===== src/hw/rtl/bmsi_pkg.sv =====
// bmsi_pkg: constants, codes and types for the bank mapper with scanline irq
// no dependencies; used by bank_mapper_scanline_irq

package bmsi_pkg;

    // fixed sizes
    localparam int NUM_BANK_REGS  = 8;
    localparam int BANK_IDX_W     = $clog2(NUM_BANK_REGS);
    localparam int NUM_CHR_SLOTS  = 6;
    localparam int CHR_IDX_W      = $clog2(NUM_CHR_SLOTS);
    localparam int PHYS_ADDR_BITS = 19;
    localparam int CYCLE_W        = 17;
    localparam int LOW_W          = CYCLE_W + 2;

    // stream payload widths
    localparam int IN_DATA_W  = 48;
    localparam int IN_USER_W  = 2;
    localparam int OUT_DATA_W = 32;

    // configuration port
    localparam int CFG_IDX_W  = 3;
    localparam int CFG_DATA_W = 17;

    // operation codes
    localparam logic [1:0] OP_REG_WRITE = 2'd0;
    localparam logic [1:0] OP_PPU_FETCH = 2'd1;
    localparam logic [1:0] OP_PRG_READ  = 2'd2;

    // configuration register indexes
    localparam logic [CFG_IDX_W-1:0] CFG_PRG_BANK_COUNT = 3'd0;
    localparam logic [CFG_IDX_W-1:0] CFG_CHR_ROM_MASK   = 3'd1;
    localparam logic [CFG_IDX_W-1:0] CFG_CHR_RAM_MASK   = 3'd2;
    localparam logic [CFG_IDX_W-1:0] CFG_BOARD_VARIANT  = 3'd3;
    localparam logic [CFG_IDX_W-1:0] CFG_OLD_IRQ_MODE   = 3'd4;
    localparam logic [CFG_IDX_W-1:0] CFG_HAS_PRG_RAM    = 3'd5;
    localparam logic [CFG_IDX_W-1:0] CFG_FRAME_CYCLES   = 3'd6;
    localparam logic [CFG_IDX_W-1:0] CFG_A12_MIN_LOW    = 3'd7;

    // board variants
    localparam logic [1:0] BOARD_CHR_ROM = 2'd0;
    localparam logic [1:0] BOARD_CHR_RAM = 2'd1;
    localparam logic [1:0] BOARD_MIXED   = 2'd2;
    localparam logic [1:0] BOARD_ALT_MIR = 2'd3;

    // cpu register windows, address bits 15:13
    localparam logic [2:0] WIN_BANK = 3'b100;
    localparam logic [2:0] WIN_MIRR = 3'b101;
    localparam logic [2:0] WIN_IRQL = 3'b110;
    localparam logic [2:0] WIN_IRQE = 3'b111;

    // reset values of the configuration registers
    localparam logic [6:0]         RST_PRG_BANK_COUNT = 7'd32;
    localparam logic [7:0]         RST_CHR_ROM_MASK   = 8'd255;
    localparam logic [7:0]         RST_CHR_RAM_MASK   = 8'd7;
    localparam logic [CYCLE_W-1:0] RST_FRAME_CYCLES   = 17'd89342;
    localparam logic [7:0]         RST_A12_MIN_LOW    = 8'd6;

    // address limits
    localparam logic [15:0] ADDR_NAMETABLE = 16'h2000;
    localparam logic [15:0] ADDR_PALETTE   = 16'h3f00;
    localparam logic [15:0] ADDR_WRAM      = 16'h6000;
    localparam logic [15:0] ADDR_PRG       = 16'h8000;

    // configuration register set
    typedef struct packed {
        logic [6:0]         prg_bank_count;
        logic [7:0]         chr_rom_mask;
        logic [7:0]         chr_ram_mask;
        logic [1:0]         board_variant;
        logic               old_irq_mode;
        logic               has_prg_ram;
        logic [CYCLE_W-1:0] frame_cycles;
        logic [7:0]         a12_min_low;
    } t_cfg;

endpackage


===== src/hw/rtl/bank_mapper_scanline_irq.sv =====
// bank_mapper_scanline_irq: cpu/ppu bank mapper with a12-clocked scanline irq counter
// depends on bmsi_pkg for codes, sizes and the configuration struct
//
// channel   | dir | handshake                    | payload
// ----------+-----+------------------------------+-------------------------------------
// s_axis    | in  | s_axis_tvalid/s_axis_tready  | tuser operation, tdata address etc.
// m_axis    | out | m_axis_tvalid/m_axis_tready  | tdata mapped address and status
// cfg       | in  | i_cfg_valid/o_cfg_ready      | i_cfg_index, i_cfg_data
//
// one item per clock unless stalled; the result is registered the cycle after the transfer
// all mapping, register and counter updates happen at the input transfer edge
// s_axis_tready drops only while a result waits and m_axis_tready is low
// i_rst_n is synchronous and active low; it clears the mapper state and loads config defaults
// the config port is always ready and takes one register per transfer

module bank_mapper_scanline_irq (
    input  logic                            i_clk,
    input  logic                            i_rst_n,
    // input items
    input  logic                            s_axis_tvalid,
    output logic                            s_axis_tready,
    // [15:0] bus_address, [23:16] write_value, [40:24] ppu_cycle, rest zero
    input  logic [bmsi_pkg::IN_DATA_W-1:0]  s_axis_tdata,
    // [1:0] operation
    input  logic [bmsi_pkg::IN_USER_W-1:0]  s_axis_tuser,
    // result items
    output logic                            m_axis_tvalid,
    input  logic                            m_axis_tready,
    // [18:0] phys_address, [19] use_chr_ram, [20] nametable_page, [21] irq_line,
    // [22] mirroring_mode, [23] wram_enable, [24] wram_writable, rest zero
    output logic [bmsi_pkg::OUT_DATA_W-1:0] m_axis_tdata,
    // configuration writes
    input  logic                            i_cfg_valid,
    output logic                            o_cfg_ready,
    input  logic [bmsi_pkg::CFG_IDX_W-1:0]  i_cfg_index,
    input  logic [bmsi_pkg::CFG_DATA_W-1:0] i_cfg_data
);

    // configuration
    bmsi_pkg::t_cfg r_cfg;

    // mapper state
    logic [7:0]                           r_bank_select;
    logic [7:0]                           r_bank_regs [bmsi_pkg::NUM_BANK_REGS];
    logic [bmsi_pkg::NUM_CHR_SLOTS-1:0]   r_slot_is_ram;
    logic                                 r_irq_enabled;
    logic [7:0]                           r_irq_latch;
    logic                                 r_irq_reload;
    logic [7:0]                           r_irq_count;
    logic                                 r_irq_pending;
    logic                                 r_clock_next;
    logic                                 r_last_a12;
    logic [bmsi_pkg::CYCLE_W-1:0]         r_last_fall;
    logic                                 r_mirror_bit;
    logic                                 r_wram_on;
    logic                                 r_wram_wr;

    // output register
    logic                                 r_m_valid;
    logic [bmsi_pkg::OUT_DATA_W-1:0]      r_m_data;

    // next values
    logic [7:0]                           n_bank_select;
    logic                                 n_bank_wr;
    logic                                 n_slot_wr;
    logic                                 n_irq_enabled;
    logic [7:0]                           n_irq_latch;
    logic                                 n_irq_reload;
    logic [7:0]                           n_irq_count;
    logic                                 n_irq_pending;
    logic                                 n_clock_next;
    logic                                 n_last_a12;
    logic [bmsi_pkg::CYCLE_W-1:0]         n_last_fall;
    logic                                 n_mirror_bit;
    logic                                 n_wram_on;
    logic                                 n_wram_wr;
    logic [bmsi_pkg::OUT_DATA_W-1:0]      n_m_data;

    // input fields
    logic                                 in_xfer;
    logic [1:0]                           in_op;
    logic [15:0]                          in_addr;
    logic [7:0]                           in_val;
    logic [bmsi_pkg::CYCLE_W-1:0]         in_cyc;
    logic [bmsi_pkg::BANK_IDX_W-1:0]      wr_idx;

    // pattern and nametable lookup
    logic [2:0]                           chr_slot;
    logic [bmsi_pkg::BANK_IDX_W-1:0]      chr_src;
    logic [bmsi_pkg::BANK_IDX_W-1:0]      nt_src;
    logic [bmsi_pkg::BANK_IDX_W-1:0]      rd_idx;
    logic [7:0]                           rd_bank;
    logic [7:0]                           chr_bank;
    logic                                 chr_ram;
    logic                                 nt_page;

    // program lookup
    logic [6:0]                           prg_mask;
    logic [6:0]                           prg_second_last;
    logic [6:0]                           prg_last;
    logic [6:0]                           prg_bank;

    // a12 low-time measure
    logic signed [bmsi_pkg::LOW_W-1:0]    low_time;
    logic                                 low_ok;

    // outputs of the combinational result
    logic [bmsi_pkg::PHYS_ADDR_BITS-1:0]  res_phys;
    logic                                 res_ram;
    logic                                 res_page;

    assign in_xfer = s_axis_tvalid && s_axis_tready;
    assign in_op   = s_axis_tuser[1:0];
    assign in_addr = s_axis_tdata[15:0];
    assign in_val  = s_axis_tdata[23:16];
    assign in_cyc  = s_axis_tdata[40:24];
    assign wr_idx  = r_bank_select[bmsi_pkg::BANK_IDX_W-1:0];

    assign s_axis_tready = !r_m_valid || m_axis_tready;
    assign m_axis_tvalid = r_m_valid;
    assign m_axis_tdata  = r_m_data;
    assign o_cfg_ready   = 1'b1;

    // pattern slot decode: 2 KB pairs share a register, bit 7 swaps halves
    assign chr_slot = in_addr[12:10] ^ {r_bank_select[7], 2'b00};
    assign chr_src  = chr_slot[2] ? (chr_slot - 3'd2) : {2'b00, chr_slot[1]};
    assign nt_src   = r_bank_select[7] ? ({1'b0, in_addr[11:10]} + 3'd2)
                                       : {2'b00, in_addr[11]};
    assign rd_idx   = (in_addr < bmsi_pkg::ADDR_NAMETABLE) ? chr_src : nt_src;
    assign rd_bank  = r_bank_regs[rd_idx];

    always_comb begin
        case (r_cfg.board_variant)
            bmsi_pkg::BOARD_CHR_RAM: chr_ram = 1'b1;
            bmsi_pkg::BOARD_MIXED:   chr_ram = r_slot_is_ram[chr_src];
            default:                 chr_ram = 1'b0;
        endcase
    end

    assign chr_bank = (chr_slot[2] ? rd_bank : {rd_bank[7:1], chr_slot[0]})
                    & (chr_ram ? r_cfg.chr_ram_mask : r_cfg.chr_rom_mask);
    assign nt_page  = !rd_bank[7];

    // program slot decode with the fixed banks under the count mask
    assign prg_mask        = r_cfg.prg_bank_count - 7'd1;
    assign prg_second_last = (r_cfg.prg_bank_count - 7'd2) & prg_mask;
    assign prg_last        = prg_mask;

    always_comb begin
        case (in_addr[14:13])
            2'd0:    prg_bank = r_bank_select[6] ? prg_second_last : r_bank_regs[6][6:0];
            2'd1:    prg_bank = r_bank_regs[7][6:0];
            2'd2:    prg_bank = r_bank_select[6] ? r_bank_regs[6][6:0] : prg_second_last;
            default: prg_bank = prg_last;
        endcase
    end

    // low time of a12, with the frame length added back when the cycle count wrapped
    assign low_time = $signed({2'b00, ((r_last_fall > in_cyc) ? r_cfg.frame_cycles
                                                               : {bmsi_pkg::CYCLE_W{1'b0}})})
                    + $signed({2'b00, in_cyc})
                    - $signed({2'b00, r_last_fall});
    assign low_ok   = low_time >= $signed({{(bmsi_pkg::LOW_W-8){1'b0}}, r_cfg.a12_min_low});

    // mapped address and per-fetch flags
    always_comb begin
        res_phys = '0;
        res_ram  = 1'b0;
        res_page = 1'b0;
        case (in_op)
            bmsi_pkg::OP_PPU_FETCH: begin
                if (in_addr < bmsi_pkg::ADDR_NAMETABLE) begin
                    res_phys = {1'b0, chr_bank, in_addr[9:0]};
                    res_ram  = chr_ram;
                end else if (in_addr < bmsi_pkg::ADDR_PALETTE &&
                             r_cfg.board_variant == bmsi_pkg::BOARD_ALT_MIR) begin
                    res_page = nt_page;
                end
            end
            bmsi_pkg::OP_PRG_READ: begin
                if (in_addr >= bmsi_pkg::ADDR_PRG) begin
                    res_phys = {prg_bank[5:0] & prg_mask[5:0], in_addr[12:0]};
                end else if (in_addr >= bmsi_pkg::ADDR_WRAM) begin
                    res_phys = {6'd0, in_addr[12:0]};
                end
            end
            default: begin
            end
        endcase
    end

    // register writes, counter clocking and a12 tracking
    always_comb begin
        n_bank_select = r_bank_select;
        n_bank_wr     = 1'b0;
        n_slot_wr     = 1'b0;
        n_irq_enabled = r_irq_enabled;
        n_irq_latch   = r_irq_latch;
        n_irq_reload  = r_irq_reload;
        n_irq_count   = r_irq_count;
        n_irq_pending = r_irq_pending;
        n_clock_next  = r_clock_next;
        n_last_a12    = r_last_a12;
        n_last_fall   = r_last_fall;
        n_mirror_bit  = r_mirror_bit;
        n_wram_on     = r_wram_on;
        n_wram_wr     = r_wram_wr;
        case (in_op)
            bmsi_pkg::OP_REG_WRITE: begin
                unique case (in_addr[15:13])
                    bmsi_pkg::WIN_BANK: begin
                        if (!in_addr[0]) begin
                            n_bank_select = in_val;
                        end else begin
                            n_bank_wr = 1'b1;
                            n_slot_wr = (wr_idx < 3'(bmsi_pkg::NUM_CHR_SLOTS)) &&
                                        (r_cfg.board_variant == bmsi_pkg::BOARD_MIXED);
                        end
                    end
                    bmsi_pkg::WIN_MIRR: begin
                        if (!in_addr[0]) begin
                            if (r_cfg.board_variant != bmsi_pkg::BOARD_ALT_MIR) begin
                                n_mirror_bit = !in_val[0];
                            end
                        end else if (r_cfg.has_prg_ram) begin
                            n_wram_on = in_val[7];
                            n_wram_wr = !in_val[6];
                        end
                    end
                    bmsi_pkg::WIN_IRQL: begin
                        if (!in_addr[0]) begin
                            n_irq_latch = in_val;
                        end else begin
                            n_irq_reload = 1'b1;
                            n_irq_count  = 8'd0;
                        end
                    end
                    bmsi_pkg::WIN_IRQE: begin
                        if (!in_addr[0]) begin
                            n_irq_enabled = 1'b0;
                            n_irq_pending = 1'b0;
                        end else begin
                            n_irq_enabled = 1'b1;
                        end
                    end
                    default: begin
                    end
                endcase
            end
            bmsi_pkg::OP_PPU_FETCH: begin
                if (in_addr < bmsi_pkg::ADDR_PALETTE) begin
                    // counter clocked by the rise seen on an earlier fetch
                    if (r_clock_next) begin
                        n_irq_reload = 1'b0;
                        if (r_irq_count == 8'd0 || r_irq_reload) begin
                            n_irq_count = r_irq_latch;
                        end else begin
                            n_irq_count = r_irq_count - 8'd1;
                        end
                        if (r_cfg.old_irq_mode) begin
                            if ((r_irq_count != 8'd0 || r_irq_reload) &&
                                n_irq_count == 8'd0 && r_irq_enabled) begin
                                n_irq_pending = 1'b1;
                            end
                        end else if (n_irq_count == 8'd0 && r_irq_enabled) begin
                            n_irq_pending = 1'b1;
                        end
                    end
                    n_clock_next = 1'b0;
                    if (in_addr[12] && !r_last_a12) begin
                        n_clock_next = low_ok;
                    end else if (!in_addr[12] && r_last_a12) begin
                        n_last_fall = in_cyc;
                    end
                    n_last_a12 = in_addr[12];
                end
            end
            default: begin
            end
        endcase
    end

    // result word, status taken after this item
    assign n_m_data = {7'd0, n_wram_wr, n_wram_on, n_mirror_bit, n_irq_pending,
                       res_page, res_ram, res_phys};

    // configuration registers
    always_ff @(posedge i_clk) begin
        if (!i_rst_n) begin
            r_cfg.prg_bank_count <= bmsi_pkg::RST_PRG_BANK_COUNT;
            r_cfg.chr_rom_mask   <= bmsi_pkg::RST_CHR_ROM_MASK;
            r_cfg.chr_ram_mask   <= bmsi_pkg::RST_CHR_RAM_MASK;
            r_cfg.board_variant  <= bmsi_pkg::BOARD_CHR_ROM;
            r_cfg.old_irq_mode   <= 1'b0;
            r_cfg.has_prg_ram    <= 1'b1;
            r_cfg.frame_cycles   <= bmsi_pkg::RST_FRAME_CYCLES;
            r_cfg.a12_min_low    <= bmsi_pkg::RST_A12_MIN_LOW;
        end else if (i_cfg_valid) begin
            unique case (i_cfg_index)
                bmsi_pkg::CFG_PRG_BANK_COUNT: r_cfg.prg_bank_count <= i_cfg_data[6:0];
                bmsi_pkg::CFG_CHR_ROM_MASK:   r_cfg.chr_rom_mask   <= i_cfg_data[7:0];
                bmsi_pkg::CFG_CHR_RAM_MASK:   r_cfg.chr_ram_mask   <= i_cfg_data[7:0];
                bmsi_pkg::CFG_BOARD_VARIANT:  r_cfg.board_variant  <= i_cfg_data[1:0];
                bmsi_pkg::CFG_OLD_IRQ_MODE:   r_cfg.old_irq_mode   <= i_cfg_data[0];
                bmsi_pkg::CFG_HAS_PRG_RAM:    r_cfg.has_prg_ram    <= i_cfg_data[0];
                bmsi_pkg::CFG_FRAME_CYCLES:   r_cfg.frame_cycles   <= i_cfg_data;
                bmsi_pkg::CFG_A12_MIN_LOW:    r_cfg.a12_min_low    <= i_cfg_data[7:0];
                default: begin
                end
            endcase
        end
    end

    // mapper state
    always_ff @(posedge i_clk) begin
        if (!i_rst_n) begin
            r_bank_select <= '0;
            for (int i = 0; i < bmsi_pkg::NUM_BANK_REGS; i++) begin
                r_bank_regs[i] <= '0;
            end
            r_slot_is_ram <= '0;
            r_irq_enabled <= 1'b0;
            r_irq_latch   <= '0;
            r_irq_reload  <= 1'b0;
            r_irq_count   <= '0;
            r_irq_pending <= 1'b0;
            r_clock_next  <= 1'b0;
            r_last_a12    <= 1'b0;
            r_last_fall   <= '0;
            r_mirror_bit  <= 1'b0;
            r_wram_on     <= 1'b0;
            r_wram_wr     <= 1'b0;
        end else if (in_xfer) begin
            r_bank_select <= n_bank_select;
            if (n_bank_wr) begin
                r_bank_regs[wr_idx] <= in_val;
            end
            if (n_slot_wr) begin
                r_slot_is_ram[wr_idx[bmsi_pkg::CHR_IDX_W-1:0]] <= in_val[6];
            end
            r_irq_enabled <= n_irq_enabled;
            r_irq_latch   <= n_irq_latch;
            r_irq_reload  <= n_irq_reload;
            r_irq_count   <= n_irq_count;
            r_irq_pending <= n_irq_pending;
            r_clock_next  <= n_clock_next;
            r_last_a12    <= n_last_a12;
            r_last_fall   <= n_last_fall;
            r_mirror_bit  <= n_mirror_bit;
            r_wram_on     <= n_wram_on;
            r_wram_wr     <= n_wram_wr;
        end
    end

    // output register
    always_ff @(posedge i_clk) begin
        if (!i_rst_n) begin
            r_m_valid <= 1'b0;
        end else if (s_axis_tready) begin
            r_m_valid <= s_axis_tvalid;
        end
    end

    always_ff @(posedge i_clk) begin
        if (in_xfer) begin
            r_m_data <= n_m_data;
        end
    end

    // a pending counter clock always follows a rise of a12
    a_clock_after_rise: assert property (@(posedge i_clk) disable iff (!i_rst_n)
        r_clock_next |-> r_last_a12)
        else $error("counter clock armed while a12 is low");

    // the interrupt is only raised while enabled
    a_pending_enabled: assert property (@(posedge i_clk) disable iff (!i_rst_n)
        $rose(r_irq_pending) |-> r_irq_enabled)
        else $error("irq raised while disabled");

    // a reload request keeps the counter at zero until the next clock
    a_reload_zero: assert property (@(posedge i_clk) disable iff (!i_rst_n)
        r_irq_reload |-> (r_irq_count == 8'd0))
        else $error("counter nonzero with reload pending");

    // a taken result with no new transfer empties the output register
    a_drain: assert property (@(posedge i_clk) disable iff (!i_rst_n)
        (m_axis_tvalid && m_axis_tready && !s_axis_tvalid) |=> !m_axis_tvalid)
        else $error("result repeated after transfer");

endmodule


===== config.mk =====
export PLATFORM = sky130hd
export DESIGN_NAME = bank_mapper_scanline_irq
export DESIGN_NICKNAME = d
export VERILOG_FILES = /design/src/hw/rtl/bmsi_pkg.sv /design/src/hw/rtl/bank_mapper_scanline_irq.sv
export SDC_FILE = /design/constraint.sdc
export NUM_CORES = 1
export LEC_CHECK = 0
export ABC_AREA = 1
export BUFFER_PORTS_ARGS = -buffer_cell sky130_fd_sc_hd__buf_2
export CAP_MARGIN = 20
export CORE_MARGIN = 2
export CORE_UTILIZATION = 50
export DETAILED_ROUTE_END_ITERATION = 12
export HOLD_SLACK_MARGIN = 0.05
export PLACE_DENSITY = 0.69
export SYNTH_ARGS = -nofsm -noshare
export SYNTH_HDL_FRONTEND = slang
export SYNTH_SLANG_ARGS = --single-unit

===== constraint.sdc =====
create_clock -name i_clk -period 7.6 [get_ports i_clk]
set_input_delay 1.52 -clock i_clk [delete_from_list [all_inputs] [get_ports i_clk]]
set_output_delay 1.52 -clock i_clk [all_outputs]
set_load 0.1 [all_outputs]

## After elaboration in Yosys (flattened, before gate mapping)

Memory sizes are Yosys's and may differ from the RTL's.
Index checks and enable logic that the tools add are counted.

| word-level totals | value |
|---|---|
| bits of input ports | 75 |
| logic and storage cells | 185 |
| output and inout port bits | 35 |
| memories kept | 1 |
| RAM bits | 64 |
| register bits | 132 |

| cells by class | value |
|---|---|
| multiplexer cells | 68 |
| $add $sub $neg | 7 |
| bitwise gates (word level) | 8 |
| $lt $le $gt $ge | 10 |
| equal/unequal tests | 23 |
| reductions and logical operators | 43 |

Memories:

| name | depth | bits a word | rd ports | clocked after Yosys merged registers in | write ports | line | RTL |
|---|---|---|---|---|---|---|---|
| r_bank_regs | 8 | 8 | 3 | 0 | 8 | bank_mapper_scanline_irq.sv:44 | `logic [7:0] r_bank_regs [bmsi_pkg::NUM_BANK_REGS];` |

Operators with widths:

| operator | number |
|---|---|
| 8-bit 2-to-1 mux | 10 |
| 1-bit 2-to-1 mux | 39 |
| 19-bit one-hot mux with 2 select lines | 1 |
| 16-bit by 14-bit < comparator with 1-bit output, second input constant | 2 |
| 3-bit == test, second input constant | 8 |
| 2-bit AND reduction | 10 |
| 19-bit by 9-bit >= comparator with 1-bit output | 1 |
| 19-bit 2-to-1 mux | 1 |
| 18-bit by 17-bit subtractor with 19-bit output | 1 |
| 17-bit by 17-bit adder with 18-bit output | 1 |
| 18-bit 2-to-1 mux | 1 |
| 6-bit one-hot mux with 3 select lines | 1 |
| 17-bit greater-than comparator | 1 |
| 17-bit 2-to-1 mux | 1 |
| 16-bit by 15-bit >= comparator with 1-bit output, second input constant | 1 |
| 16-bit >= comparator, second input constant | 1 |
| 8-bit zero test | 2 |
| 8-bit one-hot mux with 2 select lines | 1 |
| 13-bit 2-to-1 mux | 1 |
| 6-bit bitwise AND | 2 |
| 3-bit 2-to-1 mux | 4 |
| 6-bit 2-to-1 mux | 2 |
| 1-bit logical AND | 9 |
| 8-bit bitwise AND | 1 |
| 32 further kinds | 57 |

## Longest topological paths before layout

| depth | value |
|---|---|
| depth after elaboration | 14 |
| gate-level depth with buffers | 33 |

## Worst setup path after synthesis

Ideal clock, no wire load.

| timing | value |
|---|---|
| kind | input to register |
| start | input s_axis_tdata[28] (netlist bit) |
| end | register r_clock_next |
| buffers on the path | 1 |
| arrival | 5.318 ns |
| slack | 2.150 ns |
| stages on the path | 32 |
| path through | inv_1 > ha_1 > inv_1 > nor3_1 > nor3b_1 > o221ai_1 > nand2_1 > nand3_1 > nand2_1 > inv_1 > clkbuf_1 > nand2_1 > fa_1 > inv_1 > ha_1 > nand2_1 > nor2_1 > nand2_1 > nand3_1 > xor2_1 > ha_1 > a21oi_1 > o21a_1 > nand2_1 > nand2_1 > nand2_1 > nor2_1 > nand2_1 > nor2_1 > nand4_1 > nand2_1 > a21oi_1 |

| between the ends | value |
|---|---|
| longest elaborated chain between the ends | 6 |

Ends and longest elaborated chain:

| what | line | RTL |
|---|---|---|
| start, declared | bank_mapper_scanline_irq.sv:23 | `input logic [bmsi_pkg::IN_DATA_W-1:0] s_axis_tdata,` |
| 17-bit greater-than comparator | bank_mapper_scanline_irq.sv:159 | `assign low_time = $signed({2'b00, ((r_last_fall > in_cyc) ? r_cfg.frame_cycles` |
| 17-bit 2-to-1 mux | bank_mapper_scanline_irq.sv:159 |  |
| 17-bit by 17-bit adder with 18-bit output (*) | bank_mapper_scanline_irq.sv:161 | `+ $signed({2'b00, in_cyc})` |
| 18-bit by 17-bit subtractor with 19-bit output (*) | bank_mapper_scanline_irq.sv:162 | `- $signed({2'b00, r_last_fall});` |
| 19-bit by 9-bit >= comparator with 1-bit output (*) | bank_mapper_scanline_irq.sv:163 | `assign low_ok = low_time >= $signed({{(bmsi_pkg::LOW_W-8){1'b0}}, r_cfg.a12_min_low});` |
| 1-bit 2-to-1 mux (*) | bank_mapper_scanline_irq.sv:270 | `if (in_addr[12] && !r_last_a12) begin` |
| end signal, assigned | bank_mapper_scanline_irq.sv:346 | `r_clock_next <= n_clock_next;` |
| end, declared | bank_mapper_scanline_irq.sv:51 | `logic r_clock_next;` |

Every way passes the cells marked *; elsewhere a longest branch is shown, timed or not.
A chain may end at the register's enable or synchronous reset.

## Final worst setup path

Same ends and word-level chain as after synthesis.

==> impl_results.md <==
- Crit. End Element: flip-flop
- Avg Cell Area, Syn: 7.71 um^2
- Vias in the first global route: 9061
- Min-Delay Startpoint: r_cfg[17]$_SDFFE_PN0P_
- Later-pin clock latency in the skew report: 450 ps
- Reg power frac: 44.7%
- CP arrival: approximately 6300 ps
- CP most frequent cell: nand2_1
- Most common cell after layout, fill and taps aside: nand2_1
- Worst Setup Start Kind: input port
- Power density cells: between 200 and 250 nW/um^2
- Tightest Pin Transition: 852 ps
- DP Wirelength: 21100 um
- Post-CTS setup buffers: 0
- DRT iter0 DRCs: 818
- First-pass GRT wire length: between 40000 and 50000 um
- RD Place Congestion: 0.899
- Most common flop cell mapped by yosys: dfxtp_1
- CP peak stage delay: 510 ps
- Finished Layout Cells: 1812
- Ys async rst share: 0%
- RSZ-0062 raised after global routing: false
- CP Max Fanout: 11
- Peak VDD IR: 0.140 mV
- Worst reg2reg startpoint: r_last_fall[4]$_SDFFE_PN0P_
- Setup TNS: 0 ps
- Yosys warns: 0
- P_leak: 5.79 nW
- Yosys reg bits: 191
- Status: finished, final reports clean
- Post-Syn Area: approximately 11000 um^2
- Tot GR Track Use: 24.4%
- First-pass DRT Iterations: 5
- Clock skew: 14.6 ps
- Total die area: 23400 um^2
- GRT overflow: 0
- Gate Count Post-Synth: between 1000 and 1500
- Combinational share of power: 17.3%
- Final worst-path cycle share: 78.2%
- Critical Path RT: 7900 ps
- Hold WC Path Type: flip-flop to flip-flop
- CTS Hold Bufs: 0
- Final ANT Viol Nets: 0
- Final Slew Violations: 0
- Net Switching: 0.792 mW
- Clk sinks: 191
- Post-route minimum period: 5950 ps
- Core ar.: 21800 um^2
- CTS tree: built
- Dpl cells: around 1800
- CP Class: input port to flip-flop
- Final hold viol count: 0
- Internal power: 1.71 mW
- Largest net degree at the start of global routing: between 60 and 70
- Syn-to-layout area delta: 11.3%
- Io pins: 110
- Drt drc: 0
- Final setup fails: 0
- Util after Layout: 56.6%
- R2R Setup Slk: 2530 ps
- Post-CTS Resized: 0
- Root Buffer Master: clkbuf_16
- Clock Pin Slew Worst Setup and Hold Paths: approximately 80 ps
- Initial antenna violation count: 1
- Initial Util: around 51%
- Die W: approximately 150 um
- Routed WL: 28500 um
- Die Height: 153 um
- TritonCTS buffer count: 17
- EDFF count, synth: 87
- Port Buf Inserts: 94
- CTS max path bufs: 2
- Avg WL per Cell: 15.7 um
- Worst Hold End: r_cfg[17]$_SDFFE_PN0P_
- Fmax: 168 MHz
- CP max-delay cell: fa_1
- Reg-to-reg endpoint: r_clock_next$_SDFFE_PN0P_
- Slew HR: a little over two fifths
- R2R depth: 28
- CP Launch Point: s_axis_tdata[28]
- Vias post-DR: approximately 9600
- H-tree Lvls: 4
- Final #Nets: ~1700
- Max-Cap Viols: 0
- WHS Path Cells: 2
- Register area share after synthesis: 42.3%
- Clock Power Share: 37.9%
- Min Hold Slack: 456 ps
- Share of layout cells above drive strength 1: 11.4%
- Sw Share: 31.7%
- Yosys cell types: 52
- Most frequent cells in the layout: 311 x nand2_1, 223 x inv_1, 157 x nor2_1, 104 x dfxtp_1, 103 x a21oi_1
- Pwr Total: about 2.5 mW
- Via density: about 5.3
- Site Rows: between 50 and 60
## power groups by stage
stage	clock network [mW]	logic, mW	registers [mW]
floorplan	0	0.269	1.20
global placement	0	0.421	1.14
detailed placement	0	0.426	1.14
CTS	0.956	0.429	1.12
global route	1.00	0.484	1.12
finish	0.948	0.434	1.12
## synthesized netlist by cell type, types with 4 or more instances
| library cell | number | area, um^2 |
|---|---|---|
| dfxtp_1 | 104 | 2080 |
| xor2_1 | 9 | 78.8 |
| a21oi_2 | 4 | 35.0 |
| inv_1 | 223 | 837 |
| a21oi_1 | 103 | 515 |
| edfxtp_1 | 87 | 2610 |
| buf_6 | 5 | 56.3 |
| clkbuf_1 | 22 | 82.6 |
| o21ai_0 | 87 | 435 |
| nor4_1 | 5 | 31.3 |
| nand3_2 | 4 | 40.0 |
| inv_2 | 7 | 26.3 |
| o21ai_2 | 6 | 52.6 |
| xnor2_1 | 4 | 35.0 |
| nand3b_1 | 6 | 45.0 |
| buf_4 | 13 | 97.6 |
| nor2_1 | 157 | 589 |
| o21ai_1 | 12 | 60.1 |
| nand2_2 | 15 | 93.8 |
| o211ai_1 | 17 | 128 |
| nand2_1 | 311 | 1170 |
| nor3_1 | 12 | 60.1 |
| fa_1 | 17 | 340 |
| ha_1 | 55 | 688 |
| clkinv_1 | 9 | 33.8 |
| buf_2 | 4 | 20.0 |
| a221oi_1 | 7 | 61.3 |
| nand4_1 | 12 | 75.1 |
| nand3_1 | 89 | 445 |
## registers in the layout, indices dropped and copies added, names as in the netlist, 5 cells and up
register,flops
r_bank_regs,62
r_cfg,51
m_axis_tdata,25
r_last_fall,17
r_irq_count,8
r_irq_latch,8
r_slot_is_ram,6
r_bank_select,5
## cell families (layout without fill, tap and decap cells)
kind of cell / count (synthesis) / after routing / share of synthesized area [%]
AND/OR/NAND/NOR: 621 / 621 / 23.7
buffers and inverters: 285 / 370 / 10.5
AO/OA/AOI/OAI: 255 / 255 / 13.0
flip-flops: 191 / 191 / 42.3
adder cells (fa/ha/maj): 72 / 72 / 9.27
XOR/XNOR: 13 / 13 / 1.03
other: 2 / 9 / 0.0677
multiplexers: 1 / 1 / 0.0902
## critical path, delay by kind of cell
kind | cells | cell delay [ps]
buffers and inverters | 5 | 710
and+or+nand+nor | 16 | 1750
adders and majority gates | 4 | 1490
xor gates and xnor gates | 1 | 190
AOI/OAI and AO/OA | 4 | 560
## per-stage QoR
stage / cell area (um^2) / worst slack (ps)
2_1_floorplan: 11100 / 2150
3_3_place_gp: 11700 / 1260
3_5_place_dp: 11700 / 1200
4_1_cts: 12300 / 1620
5_1_grt: 12400 / 1040
6_report: 12400 / 1650
## routing by layer
layer,routed length [um],track usage (%),vias up
met5,0,0,-
met4,651,7.94,0
met3,1830,3.86,43
met2,13200,40.1,330
met1,12800,33.2,4424
li1,-,-,4817
## how the worst max path moves through the flow
stage                     slack [ps]  cells after the start                        end
final                           1650                     30  r_clock_next$_SDFFE_PN0P_
after detailed placement        1200                     32  r_clock_next$_SDFFE_PN0P_
after global routing            1040                     32  r_clock_next$_SDFFE_PN0P_
after CTS                       1620                     32  r_clock_next$_SDFFE_PN0P_
after global placement          1260                     32  r_clock_next$_SDFFE_PN0P_
after floorplan                 2150                     32  r_clock_next$_SDFFE_PN0P_
## layout make-up
class / count / area [um^2]
clock inverters: 15 / 200
repair buffers: 98 / 520
clock buffers: 17 / 425
flip-flops and latches: 191 / 4690
well taps: 280 / 350
inverters: 240 / 903
multi-input cells: 970 / 5260
diodes: 1 / 2.50
fillers: 2073 / 9470
Power figures use the tool's default switching activity.
